<file path="config.mk">
export PLATFORM = sky130hd
export DESIGN_NAME = framed_trace_stream_parser_unit
export DESIGN_NICKNAME = d
export VERILOG_FILES = /design/src/rtl/core/ftsp_pkg.sv /design/src/rtl/core/framed_trace_stream_parser_unit.sv /design/src/rtl/core/ftsp_parse.sv /design/src/rtl/core/ftsp_outq.sv
export SDC_FILE = /design/constraint.sdc
export NUM_CORES = 1
export LEC_CHECK = 0
export ABC_CLOCK_PERIOD_IN_PS = 14800
export BUFFER_PORTS_ARGS = -buffer_cell sky130_fd_sc_hd__buf_2
export CELL_PAD_IN_SITES_DETAIL_PLACEMENT = 1
export CELL_PAD_IN_SITES_GLOBAL_PLACEMENT = 2
export CORE_ASPECT_RATIO = 1.5
export CORE_MARGIN = 2
export CORE_UTILIZATION = 40
export CTS_BUF_LIST = sky130_fd_sc_hd__clkbuf_16
export DETAILED_ROUTE_END_ITERATION = 10
export PLACE_DENSITY = 0.82
export SYNTH_ARGS = -nofsm -noshare
export SYNTH_HDL_FRONTEND = slang
export SYNTH_SLANG_ARGS = --single-unit
export TNS_END_PERCENT = 100
</file>
<file path="constraint.sdc">
create_clock -name clk -period 14.8 [get_ports clk]
set_input_delay 1.48 -clock clk [delete_from_list [all_inputs] [get_ports clk]]
set_output_delay 1.48 -clock clk [all_outputs]
set_load 0.05 [all_outputs]
</file>
<file path="src/rtl/core/ftsp_pkg.sv">
// Shared types, constants and helpers for the framed trace stream parser.
`default_nettype none

package ftsp_pkg;

	// Fixed layout of the file header.
	localparam int HeaderBytes = 16;

	// Depth of the token queue ahead of the output port.
	localparam int QueueDepth = 4;
	localparam int QueuePtrW  = $clog2(QueueDepth);
	localparam int QueueCntW  = $clog2(QueueDepth + 1);

	// Configuration port geometry and register indexes.
	localparam int CfgAddrW = 3;
	localparam logic REG_MAGIC   = 1'b0;
	localparam logic REG_VERSION = 1'b1;

	// Register values after reset.
	localparam logic [31:0] MagicReset   = 32'h5443_4150;
	localparam logic [15:0] VersionReset = 16'd2;

	// Input item types.
	localparam logic REQ_BYTE = 1'b0;
	localparam logic REQ_END  = 1'b1;

	// Error codes carried in an error token.
	localparam logic [63:0] ERR_SHORT_HEADER = 64'd0;
	localparam logic [63:0] ERR_BAD_MAGIC    = 64'd1;
	localparam logic [63:0] ERR_BAD_VERSION  = 64'd2;
	localparam logic [63:0] ERR_TRUNC_SIZE   = 64'd3;
	localparam logic [63:0] ERR_PAST_EOF     = 64'd4;
	localparam logic [63:0] ERR_TRUNC_BODY   = 64'd5;
	localparam logic [63:0] ERR_SIZE_DRIFT   = 64'd6;

	// Parser phase.
	typedef enum logic [3:0] {
		PH_HDR     = 4'd0,
		PH_FSIZE   = 4'd1,
		PH_TICK    = 4'd2,
		PH_ECOUNT  = 4'd3,
		PH_EIDX    = 4'd4,
		PH_EGEN    = 4'd5,
		PH_CCOUNT  = 4'd6,
		PH_CTAG    = 4'd7,
		PH_CLEN    = 4'd8,
		PH_CPAY    = 4'd9,
		PH_EVCOUNT = 4'd10,
		PH_EVLEN   = 4'd11,
		PH_EVBYTES = 4'd12,
		PH_DRAIN   = 4'd13,
		PH_STOP    = 4'd14
	} phase_t;

	// Token kinds.
	typedef enum logic [3:0] {
		KIND_TICK      = 4'd0,
		KIND_ENT_COUNT = 4'd1,
		KIND_INDEX     = 4'd2,
		KIND_GEN       = 4'd3,
		KIND_COMP_CNT  = 4'd4,
		KIND_TAG       = 4'd5,
		KIND_PAY_LEN   = 4'd6,
		KIND_PAY_BYTE  = 4'd7,
		KIND_EV_COUNT  = 4'd8,
		KIND_EV_LEN    = 4'd9,
		KIND_EV_BYTE   = 4'd10,
		KIND_FRAME_OK  = 4'd11,
		KIND_FILE_OK   = 4'd12,
		KIND_ERROR     = 4'd13
	} tok_kind_t;

	// One input transaction.
	typedef struct packed {
		logic       req_type;
		logic [7:0] data_byte;
	} in_item_t;

	// One output transaction.
	typedef struct packed {
		logic [3:0]  token_kind;
		logic [63:0] token_value;
		logic        last_of_run;
	} out_item_t;

	// Tokens produced by one parsed byte, handed to the queue.
	typedef struct packed {
		logic      first;
		logic      second;
		out_item_t tok0;
		out_item_t tok1;
	} push_t;

	// ORs a byte into one byte lane of the accumulator.
	function automatic logic [63:0] lane_or(input logic [63:0] acc, input logic [2:0] lane,
		input logic [7:0] b);
		logic [63:0] r;
		r = acc;
		for (int k = 0; k < 8; k++) begin
			if (lane == 3'(k)) begin
				r[8*k +: 8] = acc[8*k +: 8] | b;
			end
		end
		return r;
	endfunction

	// Byte width of the field collected in a phase.
	function automatic logic [3:0] field_width(input phase_t p);
		logic [3:0] w;
		case (p) inside
			PH_TICK: w = 4'd8;
			PH_FSIZE, PH_ECOUNT, PH_EIDX, PH_EGEN, PH_EVCOUNT, PH_EVLEN: w = 4'd4;
			PH_CTAG, PH_CLEN: w = 4'd2;
			default: w = 4'd1;
		endcase
		return w;
	endfunction

endpackage

`default_nettype wire

</file>
<file path="src/rtl/core/framed_trace_stream_parser_unit.sv">
// Top level of the framed trace stream parser: input register, parser, token queue, registers.
`default_nettype none

// The block takes one transaction per cycle while it does not stall: a file byte or an
// end-of-stream mark. A transaction waits in an input register, is parsed there in a
// single step, and its tokens (none, one or two) enter a four-entry queue that drives
// the token port; the first token is presented once its byte has been parsed into the
// queue. Byte intake stalls only while the queue holds more than two tokens, so the
// token port's one token per cycle, when the port does not stall, sets the sustained
// rate: a byte that yields two tokens (a zero event count, a zero event length or a
// last event byte that closes a frame) uses the token port twice. Every completed body
// field and frame end is reported as a token, as is a failed header check; after an
// error, bytes are dropped silently until end of stream restarts the parser.
// The magic word (offset 0) and version (offset 4) registers must be written only while
// the block is idle; the block itself does not enforce this.
module framed_trace_stream_parser_unit (
	input  wire logic                          clk,
	input  wire logic                          arst_n,
	// Byte channel.
	input  wire logic                          byte_valid,
	output logic                               byte_stall,
	input  wire ftsp_pkg::in_item_t            byte_item,
	// Token channel.
	output logic                               token_valid,
	input  wire logic                          token_stall,
	output ftsp_pkg::out_item_t                token_item,
	// Configuration port.
	input  wire logic                          psel,
	input  wire logic                          penable,
	input  wire logic                          pwrite,
	input  wire logic [ftsp_pkg::CfgAddrW-1:0] paddr,
	input  wire logic [31:0]                   pwdata,
	output logic [31:0]                        prdata,
	output logic                               pready
);

	logic               valid_s1;
	ftsp_pkg::in_item_t item_s1;
	logic               room;
	logic               go;
	logic               take_in;
	ftsp_pkg::push_t    push;
	logic [31:0]        magic_q;
	logic [15:0]        version_q;
	logic               cfg_wr;

	assign go         = valid_s1 && room;
	assign byte_stall = valid_s1 && !room;
	assign take_in    = byte_valid && !byte_stall;

	// Input register.
	always_ff @(posedge clk or negedge arst_n) begin
		if (!arst_n) begin
			valid_s1 <= 1'b0;
		end else if (take_in) begin
			valid_s1 <= 1'b1;
		end else if (go) begin
			valid_s1 <= 1'b0;
		end
	end

	always_ff @(posedge clk) begin
		if (take_in) begin
			item_s1 <= byte_item;
		end
	end

	// Configuration registers.
	assign pready = 1'b1;
	assign cfg_wr = psel && penable && pwrite && pready;

	always_ff @(posedge clk or negedge arst_n) begin
		if (!arst_n) begin
			magic_q   <= ftsp_pkg::MagicReset;
			version_q <= ftsp_pkg::VersionReset;
		end else if (cfg_wr) begin
			unique case (paddr[ftsp_pkg::CfgAddrW-1])
				ftsp_pkg::REG_MAGIC:   magic_q   <= pwdata;
				ftsp_pkg::REG_VERSION: version_q <= pwdata[15:0];
				default: begin
				end
			endcase
		end
	end

	// Register readback.
	always_comb begin
		unique case (paddr[ftsp_pkg::CfgAddrW-1])
			ftsp_pkg::REG_MAGIC:   prdata = magic_q;
			ftsp_pkg::REG_VERSION: prdata = {16'd0, version_q};
			default:               prdata = '0;
		endcase
	end

	ftsp_parse u_parse (
		.clk              (clk),
		.arst_n           (arst_n),
		.go               (go),
		.item             (item_s1),
		.expected_magic   (magic_q),
		.expected_version (version_q),
		.push             (push)
	);

	ftsp_outq u_outq (
		.clk         (clk),
		.arst_n      (arst_n),
		.push        (push),
		.room        (room),
		.token_valid (token_valid),
		.token_stall (token_stall),
		.token_item  (token_item)
	);

endmodule

`default_nettype wire

</file>
<file path="src/rtl/core/ftsp_parse.sv">
// Parser state machine: consumes one byte or end of stream and produces up to two tokens.
`default_nettype none

module ftsp_parse (
	input  wire logic             clk,
	input  wire logic             arst_n,
	input  wire logic             go,
	input  wire ftsp_pkg::in_item_t item,
	input  wire logic [31:0]      expected_magic,
	input  wire logic [15:0]      expected_version,
	output ftsp_pkg::push_t       push
);

	ftsp_pkg::phase_t phase_q, phase_n;
	logic [3:0]  fbi_q, fbi_n;
	logic [63:0] acc_q, acc_n;
	logic [1:0]  chk_q, chk_n;
	logic [31:0] frame_q, frame_n;
	logic        ovr_q, ovr_n;
	logic [31:0] ent_q, ent_n;
	logic [7:0]  comp_q, comp_n;
	logic [31:0] blob_q, blob_n;
	logic [31:0] ev_q, ev_n;

	// Field collection helpers.
	logic [63:0] acc_t;
	logic [3:0]  fbi_inc;
	logic        take_done;
	logic        use_take;
	logic [7:0]  b;

	// Emission and chained end-of-structure flags.
	logic                prim_v, sec_v;
	ftsp_pkg::tok_kind_t prim_kind, sec_kind;
	logic [63:0]         prim_val, sec_val;
	logic                end_comp, end_ent, end_evi, end_bdy;

	assign b         = item.data_byte;
	assign acc_t     = ftsp_pkg::lane_or(acc_q, fbi_q[2:0], b);
	assign fbi_inc   = fbi_q + 4'd1;
	assign take_done = (fbi_inc >= ftsp_pkg::field_width(phase_q));

	// State register.
	always_ff @(posedge clk or negedge arst_n) begin
		if (!arst_n) begin
			phase_q <= ftsp_pkg::PH_HDR;
			fbi_q   <= '0;
			acc_q   <= '0;
			chk_q   <= 2'b11;
			frame_q <= '0;
			ovr_q   <= 1'b0;
			ent_q   <= '0;
			comp_q  <= '0;
			blob_q  <= '0;
			ev_q    <= '0;
		end else if (go) begin
			phase_q <= phase_n;
			fbi_q   <= fbi_n;
			acc_q   <= acc_n;
			chk_q   <= chk_n;
			frame_q <= frame_n;
			ovr_q   <= ovr_n;
			ent_q   <= ent_n;
			comp_q  <= comp_n;
			blob_q  <= blob_n;
			ev_q    <= ev_n;
		end
	end

	// Next state and tokens.
	always_comb begin
		phase_n   = phase_q;
		fbi_n     = fbi_q;
		acc_n     = acc_q;
		chk_n     = chk_q;
		frame_n   = frame_q;
		ovr_n     = ovr_q;
		ent_n     = ent_q;
		comp_n    = comp_q;
		blob_n    = blob_q;
		ev_n      = ev_q;
		prim_v    = 1'b0;
		prim_kind = ftsp_pkg::KIND_ERROR;
		prim_val  = '0;
		sec_v     = 1'b0;
		sec_kind  = ftsp_pkg::KIND_ERROR;
		sec_val   = '0;
		end_comp  = 1'b0;
		end_ent   = 1'b0;
		end_evi   = 1'b0;
		end_bdy   = 1'b0;
		use_take  = 1'b0;

		if (item.req_type == ftsp_pkg::REQ_END) begin
			// End of stream reports how the file ended, unless parsing had stopped on an error, then starts a new file.
			unique case (phase_q)
				ftsp_pkg::PH_STOP: begin
				end
				ftsp_pkg::PH_HDR: begin
					prim_v   = 1'b1;
					prim_val = ftsp_pkg::ERR_SHORT_HEADER;
				end
				ftsp_pkg::PH_FSIZE: begin
					prim_v = 1'b1;
					if (fbi_q == 4'd0) begin
						prim_kind = ftsp_pkg::KIND_FILE_OK;
					end else begin
						prim_val = ftsp_pkg::ERR_TRUNC_SIZE;
					end
				end
				default: begin
					prim_v   = 1'b1;
					prim_val = (frame_q != 32'd0) ? ftsp_pkg::ERR_PAST_EOF
						: ftsp_pkg::ERR_TRUNC_BODY;
				end
			endcase
			phase_n = ftsp_pkg::PH_HDR;
			fbi_n   = '0;
			acc_n   = '0;
			chk_n   = 2'b11;
			frame_n = '0;
			ovr_n   = 1'b0;
			ent_n   = '0;
			comp_n  = '0;
			blob_n  = '0;
			ev_n    = '0;
		end else begin
			// Body bytes count down the frame size or mark an overrun.
			if (phase_q != ftsp_pkg::PH_HDR && phase_q != ftsp_pkg::PH_FSIZE &&
					phase_q != ftsp_pkg::PH_DRAIN && phase_q != ftsp_pkg::PH_STOP) begin
				if (frame_q != 32'd0) begin
					frame_n = frame_q - 32'd1;
				end else begin
					ovr_n = 1'b1;
				end
			end

			unique case (phase_q)
				ftsp_pkg::PH_HDR: begin
					if (!fbi_q[3]) begin
						acc_n = acc_t;
					end
					if (fbi_q == 4'd3 && acc_n[31:0] != expected_magic) begin
						chk_n[0] = 1'b0;
					end
					if (fbi_q == 4'd5 && acc_n[47:32] != expected_version) begin
						chk_n[1] = 1'b0;
					end
					if (fbi_q == 4'(ftsp_pkg::HeaderBytes - 1)) begin
						fbi_n = '0;
						acc_n = '0;
						if (!chk_n[0]) begin
							prim_v   = 1'b1;
							prim_val = ftsp_pkg::ERR_BAD_MAGIC;
							phase_n  = ftsp_pkg::PH_STOP;
						end else if (!chk_n[1]) begin
							prim_v   = 1'b1;
							prim_val = ftsp_pkg::ERR_BAD_VERSION;
							phase_n  = ftsp_pkg::PH_STOP;
						end else begin
							phase_n = ftsp_pkg::PH_FSIZE;
						end
					end else begin
						fbi_n = fbi_inc;
					end
				end
				ftsp_pkg::PH_FSIZE: begin
					use_take = 1'b1;
					if (take_done) begin
						frame_n = acc_t[31:0];
						ovr_n   = 1'b0;
						phase_n = ftsp_pkg::PH_TICK;
					end
				end
				ftsp_pkg::PH_DRAIN: begin
					frame_n = frame_q - 32'd1;
					if (frame_q == 32'd1) begin
						prim_v   = 1'b1;
						prim_val = ftsp_pkg::ERR_SIZE_DRIFT;
						phase_n  = ftsp_pkg::PH_STOP;
					end
				end
				ftsp_pkg::PH_STOP: begin
				end
				ftsp_pkg::PH_TICK: begin
					use_take = 1'b1;
					if (take_done) begin
						prim_v    = 1'b1;
						prim_kind = ftsp_pkg::KIND_TICK;
						prim_val  = acc_t;
						phase_n   = ftsp_pkg::PH_ECOUNT;
					end
				end
				ftsp_pkg::PH_ECOUNT: begin
					use_take = 1'b1;
					if (take_done) begin
						prim_v    = 1'b1;
						prim_kind = ftsp_pkg::KIND_ENT_COUNT;
						prim_val  = acc_t;
						ent_n     = acc_t[31:0];
						phase_n   = (acc_t[31:0] != 32'd0) ? ftsp_pkg::PH_EIDX
							: ftsp_pkg::PH_EVCOUNT;
					end
				end
				ftsp_pkg::PH_EIDX: begin
					use_take = 1'b1;
					if (take_done) begin
						prim_v    = 1'b1;
						prim_kind = ftsp_pkg::KIND_INDEX;
						prim_val  = acc_t;
						phase_n   = ftsp_pkg::PH_EGEN;
					end
				end
				ftsp_pkg::PH_EGEN: begin
					use_take = 1'b1;
					if (take_done) begin
						prim_v    = 1'b1;
						prim_kind = ftsp_pkg::KIND_GEN;
						prim_val  = acc_t;
						phase_n   = ftsp_pkg::PH_CCOUNT;
					end
				end
				ftsp_pkg::PH_CCOUNT: begin
					use_take = 1'b1;
					if (take_done) begin
						prim_v    = 1'b1;
						prim_kind = ftsp_pkg::KIND_COMP_CNT;
						prim_val  = acc_t;
						comp_n    = acc_t[7:0];
						if (acc_t[7:0] == 8'd0) begin
							end_ent = 1'b1;
						end else begin
							phase_n = ftsp_pkg::PH_CTAG;
						end
					end
				end
				ftsp_pkg::PH_CTAG: begin
					use_take = 1'b1;
					if (take_done) begin
						prim_v    = 1'b1;
						prim_kind = ftsp_pkg::KIND_TAG;
						prim_val  = acc_t;
						phase_n   = ftsp_pkg::PH_CLEN;
					end
				end
				ftsp_pkg::PH_CLEN: begin
					use_take = 1'b1;
					if (take_done) begin
						prim_v    = 1'b1;
						prim_kind = ftsp_pkg::KIND_PAY_LEN;
						prim_val  = acc_t;
						blob_n    = {16'd0, acc_t[15:0]};
						if (acc_t[15:0] == 16'd0) begin
							end_comp = 1'b1;
						end else begin
							phase_n = ftsp_pkg::PH_CPAY;
						end
					end
				end
				ftsp_pkg::PH_CPAY: begin
					prim_v    = 1'b1;
					prim_kind = ftsp_pkg::KIND_PAY_BYTE;
					prim_val  = {56'd0, b};
					blob_n    = blob_q - 32'd1;
					end_comp  = (blob_q == 32'd1);
				end
				ftsp_pkg::PH_EVCOUNT: begin
					use_take = 1'b1;
					if (take_done) begin
						prim_v    = 1'b1;
						prim_kind = ftsp_pkg::KIND_EV_COUNT;
						prim_val  = acc_t;
						ev_n      = acc_t[31:0];
						if (acc_t[31:0] == 32'd0) begin
							end_bdy = 1'b1;
						end else begin
							phase_n = ftsp_pkg::PH_EVLEN;
						end
					end
				end
				ftsp_pkg::PH_EVLEN: begin
					use_take = 1'b1;
					if (take_done) begin
						prim_v    = 1'b1;
						prim_kind = ftsp_pkg::KIND_EV_LEN;
						prim_val  = acc_t;
						blob_n    = acc_t[31:0];
						if (acc_t[31:0] == 32'd0) begin
							end_evi = 1'b1;
						end else begin
							phase_n = ftsp_pkg::PH_EVBYTES;
						end
					end
				end
				ftsp_pkg::PH_EVBYTES: begin
					prim_v    = 1'b1;
					prim_kind = ftsp_pkg::KIND_EV_BYTE;
					prim_val  = {56'd0, b};
					blob_n    = blob_q - 32'd1;
					end_evi   = (blob_q == 32'd1);
				end
				default: begin
				end
			endcase

			// Field accumulator advances or clears when a field completes.
			if (use_take) begin
				acc_n = take_done ? '0 : acc_t;
				fbi_n = take_done ? '0 : fbi_inc;
			end

			// A finished component may finish its entity.
			if (end_comp) begin
				comp_n = comp_q - 8'd1;
				if (comp_q == 8'd1) begin
					end_ent = 1'b1;
				end else begin
					phase_n = ftsp_pkg::PH_CTAG;
				end
			end
			if (end_ent) begin
				ent_n   = ent_q - 32'd1;
				phase_n = (ent_q == 32'd1) ? ftsp_pkg::PH_EVCOUNT : ftsp_pkg::PH_EIDX;
			end

			// A finished event may finish the frame body.
			if (end_evi) begin
				ev_n = ev_q - 32'd1;
				if (ev_q == 32'd1) begin
					end_bdy = 1'b1;
				end else begin
					phase_n = ftsp_pkg::PH_EVLEN;
				end
			end

			// Body end: drain the rest of the frame, report drift, or close the frame.
			if (end_bdy) begin
				if (frame_n != 32'd0) begin
					phase_n = ftsp_pkg::PH_DRAIN;
				end else if (ovr_n) begin
					sec_v   = 1'b1;
					sec_val = ftsp_pkg::ERR_SIZE_DRIFT;
					phase_n = ftsp_pkg::PH_STOP;
				end else begin
					sec_v    = 1'b1;
					sec_kind = ftsp_pkg::KIND_FRAME_OK;
					phase_n  = ftsp_pkg::PH_FSIZE;
				end
			end
		end
	end

	// Pack the tokens in order; the last one closes the run.
	always_comb begin
		push.first             = go && (prim_v || sec_v);
		push.second            = go && prim_v && sec_v;
		push.tok0.token_kind   = prim_v ? prim_kind : sec_kind;
		push.tok0.token_value  = prim_v ? prim_val : sec_val;
		push.tok0.last_of_run  = !(prim_v && sec_v);
		push.tok1.token_kind   = sec_kind;
		push.tok1.token_value  = sec_val;
		push.tok1.last_of_run  = 1'b1;
	end

endmodule

`default_nettype wire

</file>
<file path="src/rtl/core/ftsp_outq.sv">
// Small token queue that takes up to two tokens a cycle and hands out one unless the token port stalls.
`default_nettype none

module ftsp_outq (
	input  wire logic           clk,
	input  wire logic           arst_n,
	input  wire ftsp_pkg::push_t push,
	output logic                room,
	output logic                token_valid,
	input  wire logic           token_stall,
	output ftsp_pkg::out_item_t token_item
);

	ftsp_pkg::out_item_t mem [ftsp_pkg::QueueDepth];

	logic [ftsp_pkg::QueuePtrW-1:0] wr_q, rd_q, wr_next;
	logic [ftsp_pkg::QueueCntW-1:0] cnt_q;
	logic [ftsp_pkg::QueueCntW-1:0] n_push;
	logic                           pop;

	assign wr_next     = wr_q + ftsp_pkg::QueuePtrW'(1);
	assign n_push      = ftsp_pkg::QueueCntW'(push.first) + ftsp_pkg::QueueCntW'(push.second);
	assign token_valid = (cnt_q != '0);
	assign pop         = token_valid && !token_stall;
	assign token_item  = mem[rd_q];
	// Room for the two tokens a byte can produce.
	assign room        = (cnt_q <= ftsp_pkg::QueueCntW'(ftsp_pkg::QueueDepth - 2));

	// Pointers and fill count.
	always_ff @(posedge clk or negedge arst_n) begin
		if (!arst_n) begin
			wr_q  <= '0;
			rd_q  <= '0;
			cnt_q <= '0;
		end else begin
			wr_q  <= wr_q + ftsp_pkg::QueuePtrW'(n_push);
			rd_q  <= rd_q + ftsp_pkg::QueuePtrW'(pop);
			cnt_q <= cnt_q + n_push - ftsp_pkg::QueueCntW'(pop);
		end
	end

	// Token storage.
	always_ff @(posedge clk) begin
		if (push.first) begin
			mem[wr_q] <= push.tok0;
		end
		if (push.second) begin
			mem[wr_next] <= push.tok1;
		end
	end

endmodule

`default_nettype wire

</file>
======== Word-level counts from Yosys, hierarchy flattened ========
Memories as Yosys holds them, arrays and structs flattened.
Cells that the tools add are included.
word-level totals
  memories ................................ 1
  word-level logic and storage cells ...... 295
  memory bits (writable) .................. 276
  output and inout bits ................... 104
  bits in read-only memories .............. 0
  flip-flop bits (word level) ............. 276
  bits in latches ......................... 0
memory list
  memory      words  bits a word  read ports  clocked after Yosys merged registers in  write ports  line             text
  u_outq.mem  4      69           1           0                                        2            ftsp_outq.sv:14  ftsp_pkg::out_item_t mem [ftsp_pkg::QueueDepth];
cells by class
  add/sub/neg operators ................... 12
  reductions and logical operators ........ 56
  mux-type cells .......................... 159
  eq/ne operators ......................... 37
  div/mod/pow operators ................... 0
  $lt $le $gt $ge ......................... 2
  shift-type cells ........................ 0
  $mul .................................... 0
  bitwise logic cells ..................... 9
operators with widths
  operator                                                               number
  64-bit 2-to-1 mux                                                      16
  32-bit 2-to-1 mux                                                      14
  64-bit one-hot mux with 4 select lines                                 1
  4-bit 2-to-1 mux                                                       48
  32-bit by 1-bit == test with 1-bit output (second input constant)      4
  32-bit one-hot mux with 2 select lines                                 2
  64-bit one-hot mux with 2 select lines                                 1
  32-bit by 1-bit subtractor with 32-bit output (second input constant)  4
  8-bit 2-to-1 mux                                                       12
  32-bit one-hot mux with 3 select lines                                 1
  32-bit nonzero test                                                    3
  8-bit OR                                                               8
  1-bit 2-to-1 mux                                                       48
  4-bit one-hot mux with 12 select lines                                 1
  4-bit one-hot mux with 11 select lines                                 1
  4-bit == test (second input constant)                                  8
  32-bit zero test                                                       1
  32-bit inequality test                                                 1
  3-bit nonzero test                                                     8
  4-bit by 3-bit == test with 1-bit output (second input constant)       5
  3-bit 2-to-1 mux                                                       6
  16-bit zero test                                                       1
  16-bit inequality test                                                 1
  1-bit logical AND                                                      15
  other kinds (37)                                                       65

======== Depth between registers and ports, before layout ========
  depth in word-level cells ............... 21
  mapped depth ............................ 25

======== By module ========
A second synthesis with hierarchy kept.
second synthesis, totals
  cell total of the unflattened synthesis .. 2939
  area, all modules ....................... 31695.4 um^2
by module, submodules not included
  module                           seq. area each (um^2)  area an instance (um^2)  cells an instance  instances
  ftsp_parse                       5282.6                 15478.6                  2078               1
  ftsp_outq                        8463.1                 13618.1                  706                1
  framed_trace_stream_parser_unit  1510.2                 2598.7                   155                1

======== Least setup slack after synthesis ========
No wires, ideal clock.
  kind .................................... register to register
  start point ............................. register u_parse.phase_q[0]
  end point ............................... register u_outq.cnt_q[2] (netlist name)
  setup slack ............................. 9.438 ns
  cell stages (with the launch flop) ...... 25
  data required time ...................... 14.677 ns
  arrival time ............................ 5.239 ns
  setup time .............................. 0.123 ns
  cell sequence ........................... dfrtp_1 > clkbuf_1 > clkbuf_1 > clkbuf_1 > clkbuf_1 > a21oi_1 > o21a_1 > ha_1 > nor2b_1 > o21a_1 > nor3_2 > buf_2 > buf_2 > buf_1 > a31oi_1 > a221oi_1 > o311a_1 > clkbuf_1 > and4_1 > ha_1 > inv_1 > ha_1 > inv_1 > fa_1 > xnor2_1
between the ends
  word-level cells in the longest chain between the ends .. 18
RTL lines
  what                                                                       line                                  text
  from (decl)                                                                ftsp_parse.sv:14                      ftsp_pkg::phase_t phase_q, phase_n;
  from (signal assigned)                                                     ftsp_parse.sv:46                      phase_q <= ftsp_pkg::PH_HDR;
  from (signal assigned)                                                     ftsp_parse.sv:57                      phase_q <= phase_n;
  4-bit == test or 4-bit by 3-bit == test with 1-bit output (tied branches)  ftsp_parse.sv:41, ftsp_parse.sv:138
  2-bit OR reduction                                                         ftsp_pkg.sv:110                       case (p) inside
  2-bit 2-to-1 mux                                                           ftsp_pkg.sv:110
  3-bit 2-to-1 mux                                                           ftsp_pkg.sv:110
  4-bit 2-to-1 mux                                                           ftsp_pkg.sv:110
  4-bit greater-or-equal comparator                                          ftsp_parse.sv:41                      assign take_done = (fbi_inc >= ftsp_pkg::field_width(phase_q));
  32-bit 2-to-1 mux or 1-bit 2-to-1 mux (tied branches)                      ftsp_parse.sv:169, ftsp_parse.sv:269
  32-bit one-hot mux with 2 select lines (tied with other cells)             ftsp_parse.sv:138                     unique case (phase_q)
  [... 2 more ...]                                                           n/a
  1-bit 2-to-1 mux (on tied branches)                                        ftsp_parse.sv:338, ftsp_parse.sv:94
  1-bit 2-to-1 mux                                                           ftsp_parse.sv:337                     if (end_bdy) begin
  1-bit 2-to-1 mux                                                           ftsp_parse.sv:94                      if (item.req_type == ftsp_pkg::REQ_END) begin
  1-bit logical OR                                                           ftsp_parse.sv:355                     push.first = go && (prim_v || sec_v);
  1-bit logical AND                                                          ftsp_parse.sv:355
  1-bit by 1-bit adder with 2-bit output (*)                                 ftsp_outq.sv:22                       assign n_push = ftsp_pkg::QueueCntW'(push.first) + ftsp_pkg::QueueCntW'(push.second);
  3-bit adder (*)                                                            ftsp_outq.sv:38                       cnt_q <= cnt_q + n_push - ftsp_pkg::QueueCntW'(pop);
  3-bit by 1-bit subtractor with 3-bit output (*)                            ftsp_outq.sv:38
  to (signal assigned)                                                       ftsp_outq.sv:38
  to (decl)                                                                  ftsp_outq.sv:17                       logic [ftsp_pkg::QueueCntW-1:0] cnt_q;
Every way passes the cells marked *; elsewhere a longest branch is shown, timed or not. The select of a mux whose other input is x is not followed.
A chain may end at the register's enable or synchronous reset.

==> reports/metrics.yaml <==
netlist.top_cell.by_area: "dfrtp_1"
tritoncts_clock_tree: "built"
netlist_instances: 3386
detail_route.vias_per_cell: 6.201
ctsResizeCount: 0
timing.critical_path.to_type: "flop"
antenna_violating_nets_post_route: 0
synthFlopType: "dfxtp_1"
grt_max_degree: 108
via_count_of_the_first_global_routing_pass: 29180
timing.critical_path.slowest_cell_delay_ns: 0.81
design_power_total_w: 0.006214
power_leakage_nw: 13.54
vdd_drop_max_mv: 0.1325
cp_slowest_cell: "dfrtp_1"
period_needed_ns: 7.472
grt_antenna_before_repair: 2
holdPathEnd: "u_outq.mem[1][43]"
die_area_um2: 75680
core-area_um2: 72670
syn-num-nets: 3465
initialDrtViolationCount: 1467
cts_setup_buffers: 0
htree_num_levels: 2
post_cts_hold_buffer_count: 0
chipWidth_um: 225.3
max_slew_violation_count: 0
critical_path_cell_by_cell: "clkinv_1 -> nor2_1 -> a31oi_1 -> ha_1 -> inv_1 -> o21a_1 -> nor3_4 -> buf_4 -> a21oi_1 -> buf_4 -> a221o_1 -> or4_1 -> or4_1 -> nor4_2 -> buf_4 -> inv_1 -> nand2_1"
cts.path.max_buffers: 3
hold_path_depth: 2
async_flop_share: 0.4837
antenna-diode-count: 0
synth.yosys.warnings: 0
worstSetupStartpointType: "flop"
cts_sinks: 552
synthTopCellsByArea: "dfrtp_1, dfxtp_1, a21oi_1"
cts-root-buf: "clkbuf_16"
post-route-worst-setup-slack_ns: 7.328
worst-endpoint-arrival_ns: 7.83
pin_count: 155
reg2regPathDepth: 17
synth_largest_type_area_fraction: 0.2163
layout.cells.most_common: "nor2_1"
clk_pin_slew_ns: 0.07
post_route_cells_drive_above_1_share: 0.1539
gr_overflow_total: 0
rsz0062_at_grt: "no"
dp_hpwl_mm: 80.89
slew_headroom: 0.1843
timing.rr.start: "u_parse.phase_q[2]"
grt_pass1_wl_mm: 179.6
global_route.usage.total: 0.3106
number_of_port_buffers: 151
critical_path_class: "reg2reg"
outcome: "completed"
dr.pass1.iters: 5
synth.ff_latch_count: 552
setup-tns-final_ns: 0
count_of_flip_flops_with_a_built_in_enable_after_synthesis: 25
critical_path_required_ns: 15.16
drcViolationCount: 0
areaGrowthSynthToFinish_pct: 12.24
power_density_nw_per_um2: 188.4
drt-total-wl_mm: 118.6
hold_viol_final: 0
synth_sequential_area_ratio: 0.4307
fillers: 8476
routed_length_per_placed_instance_um: 26.98
rows: 121
chipHeight_um: 335.9
final_net_count: 3507
cts_inserted_buffers: 56
rd_place_congestion: 0.9241
worst-slew-pin-transition_ns: 1.219
fmax_ghz: 0.1338
max_cap_viol: 0
synthDistinctLibCells: 88
dr_vias: 27270
worst-r2r-setup-slack_ns: 7.33
critPathMostFrequentCell: "buf_4"
layout.cells.most_common_list: "nor2_1, nand2_1, a21oi_1"
worst_skew_pair_latency_ns: 0.66
worst_clock_skew_ns: 0.02950
floorplan.initialDensity: 0.4043
hold_start: "u_outq.mem[1][43]"
mean_area_per_synthesized_cell_um2: 8.677
final_min_period_over_clock_period: 0.5048
detailedPlace.worstSlack_ns: 7.474
report.final.setup_viol: 0
synth.cell_area_um2: 29380
hold_path_class: "reg2reg"
rr_endpoint: "u_outq.mem[1][3]"
cp_max_fo: 65
[worst max-delay path: cells and delay by family, from the launching register on]
kind                     cells  cell delay [ns]
AND/OR/NAND/NOR              6             2.65
buffers and inverters        6             2.33
AO/OA/AOI/OAI                4             0.98
flip-flops                   1             0.81
adder cells (fa/ha/maj)      1             0.33
[layer usage]
layer | GRT usage | wire length [um] | vias to the layer above
li1 | - | - | 12240
met1 | 0.3537 | 45640 | 14020
met2 | 0.5673 | 61380 | 744
met3 | 0.03286 | 4790 | 265
met4 | 0.1665 | 6798 | 4
met5 | 0 | 27 | -
[synth_stat cells (all sizes together) (14+ instances only)]
cell type / n
nor4: 61
xnor2: 32
a22o: 98
inv: 52
mux4: 69
dfrtp: 254
nor2b: 34
buf: 50
and3: 21
nor3: 91
nand4: 29
o21a: 14
a31oi: 30
mux2i: 64
nand2: 402
ha: 27
or4: 24
dfxtp: 260
nand2b: 23
nand4b: 17
o31ai: 16
nor2: 457
o21ai: 247
or3: 19
xor2: 22
o22ai: 20
a21oi: 405
edfxtp: 25
mux2: 75
nand3: 59
and2: 19
clkbuf: 204
[worst max path at each step]
stage,from,to,slack (ns),cells past startpoint
6_report,u_parse.phase_q[2],u_outq.mem[1][3],7.33,17
5_1_grt,u_parse.phase_q[2],u_outq.mem[1][66],7.03,17
4_1_cts,u_parse.phase_q[2],u_outq.mem[1][66],7.46,17
3_5_place_dp,u_parse.phase_q[2],u_outq.mem[1][67],7.47,17
3_3_place_gp,u_parse.phase_q[2],u_outq.mem[1][66],7.49,17
2_1_floorplan,u_parse.phase_q[0],u_outq.cnt_q[2],9.44,24
[cell type report]
class	instances	area [um2]	share of cell area
Sequential cell	552	12660	0.3839
Clock buffer	61	1526	0.04629
Inverter	54	202.7	0.006146
Timing Repair Buffer	238	1419	0.04302
Multi-Input combinational cell	2526	15680	0.4753
Tap cell	922	1154	0.03498
Clock inverter	45	340.3	0.01032
[state kept, by name, indices dropped and copies added, names as in the netlist]
signal           cells
u_outq.cnt_q         3
u_parse.ev_q        32
u_parse.frame_q     32
u_parse.ovr_q        1
u_outq.mem         276
u_parse.acc_q       64
u_parse.chk_q        2
u_parse.blob_q      32
u_outq.rd_q          2
u_parse.fbi_q        4
item_s1              9
version_q           16
valid_s1             1
u_outq.wr_q          2
magic_q             32
u_parse.ent_q       32
u_parse.phase_q      4
u_parse.comp_q       8
[power by group]
part | switching, W | internal [W] | leakage [nW] | total, W
clock | 0.000662 | 0.000799 | 0.952 | 0.00146
combinational | 0.00190 | 0.000819 | 6.72 | 0.00272
sequential | 0.000287 | 0.00175 | 5.86 | 0.00204
[through the flow]
stage | std cells | hold slack, ns | utilization | instance area, um2
after floorplan | 3386 | 0.4278 | - | 29380
after global placement | 4292 | 0.4379 | 0.4281 | 31110
after detailed placement | 4292 | 0.4496 | 0.4281 | 31110
after CTS | 4398 | 0.4585 | 0.4538 | 32980
after global routing | 4398 | 0.4764 | 0.4538 | 32980
final | 4398 | 0.4587 | 0.4538 | 32980
[logic make-up after synthesis]
group | share of synthesized area
and+or+nand+nor | 0.2068
AOI/OAI and AO/OA | 0.1895
DFF | 0.4307
buffers and inverters | 0.04122
muxes | 0.1034
xor gates and xnor gates | 0.01610
adders and majority gates | 0.01218
other | 0.0001276
(Power assumes the default switching activity.)
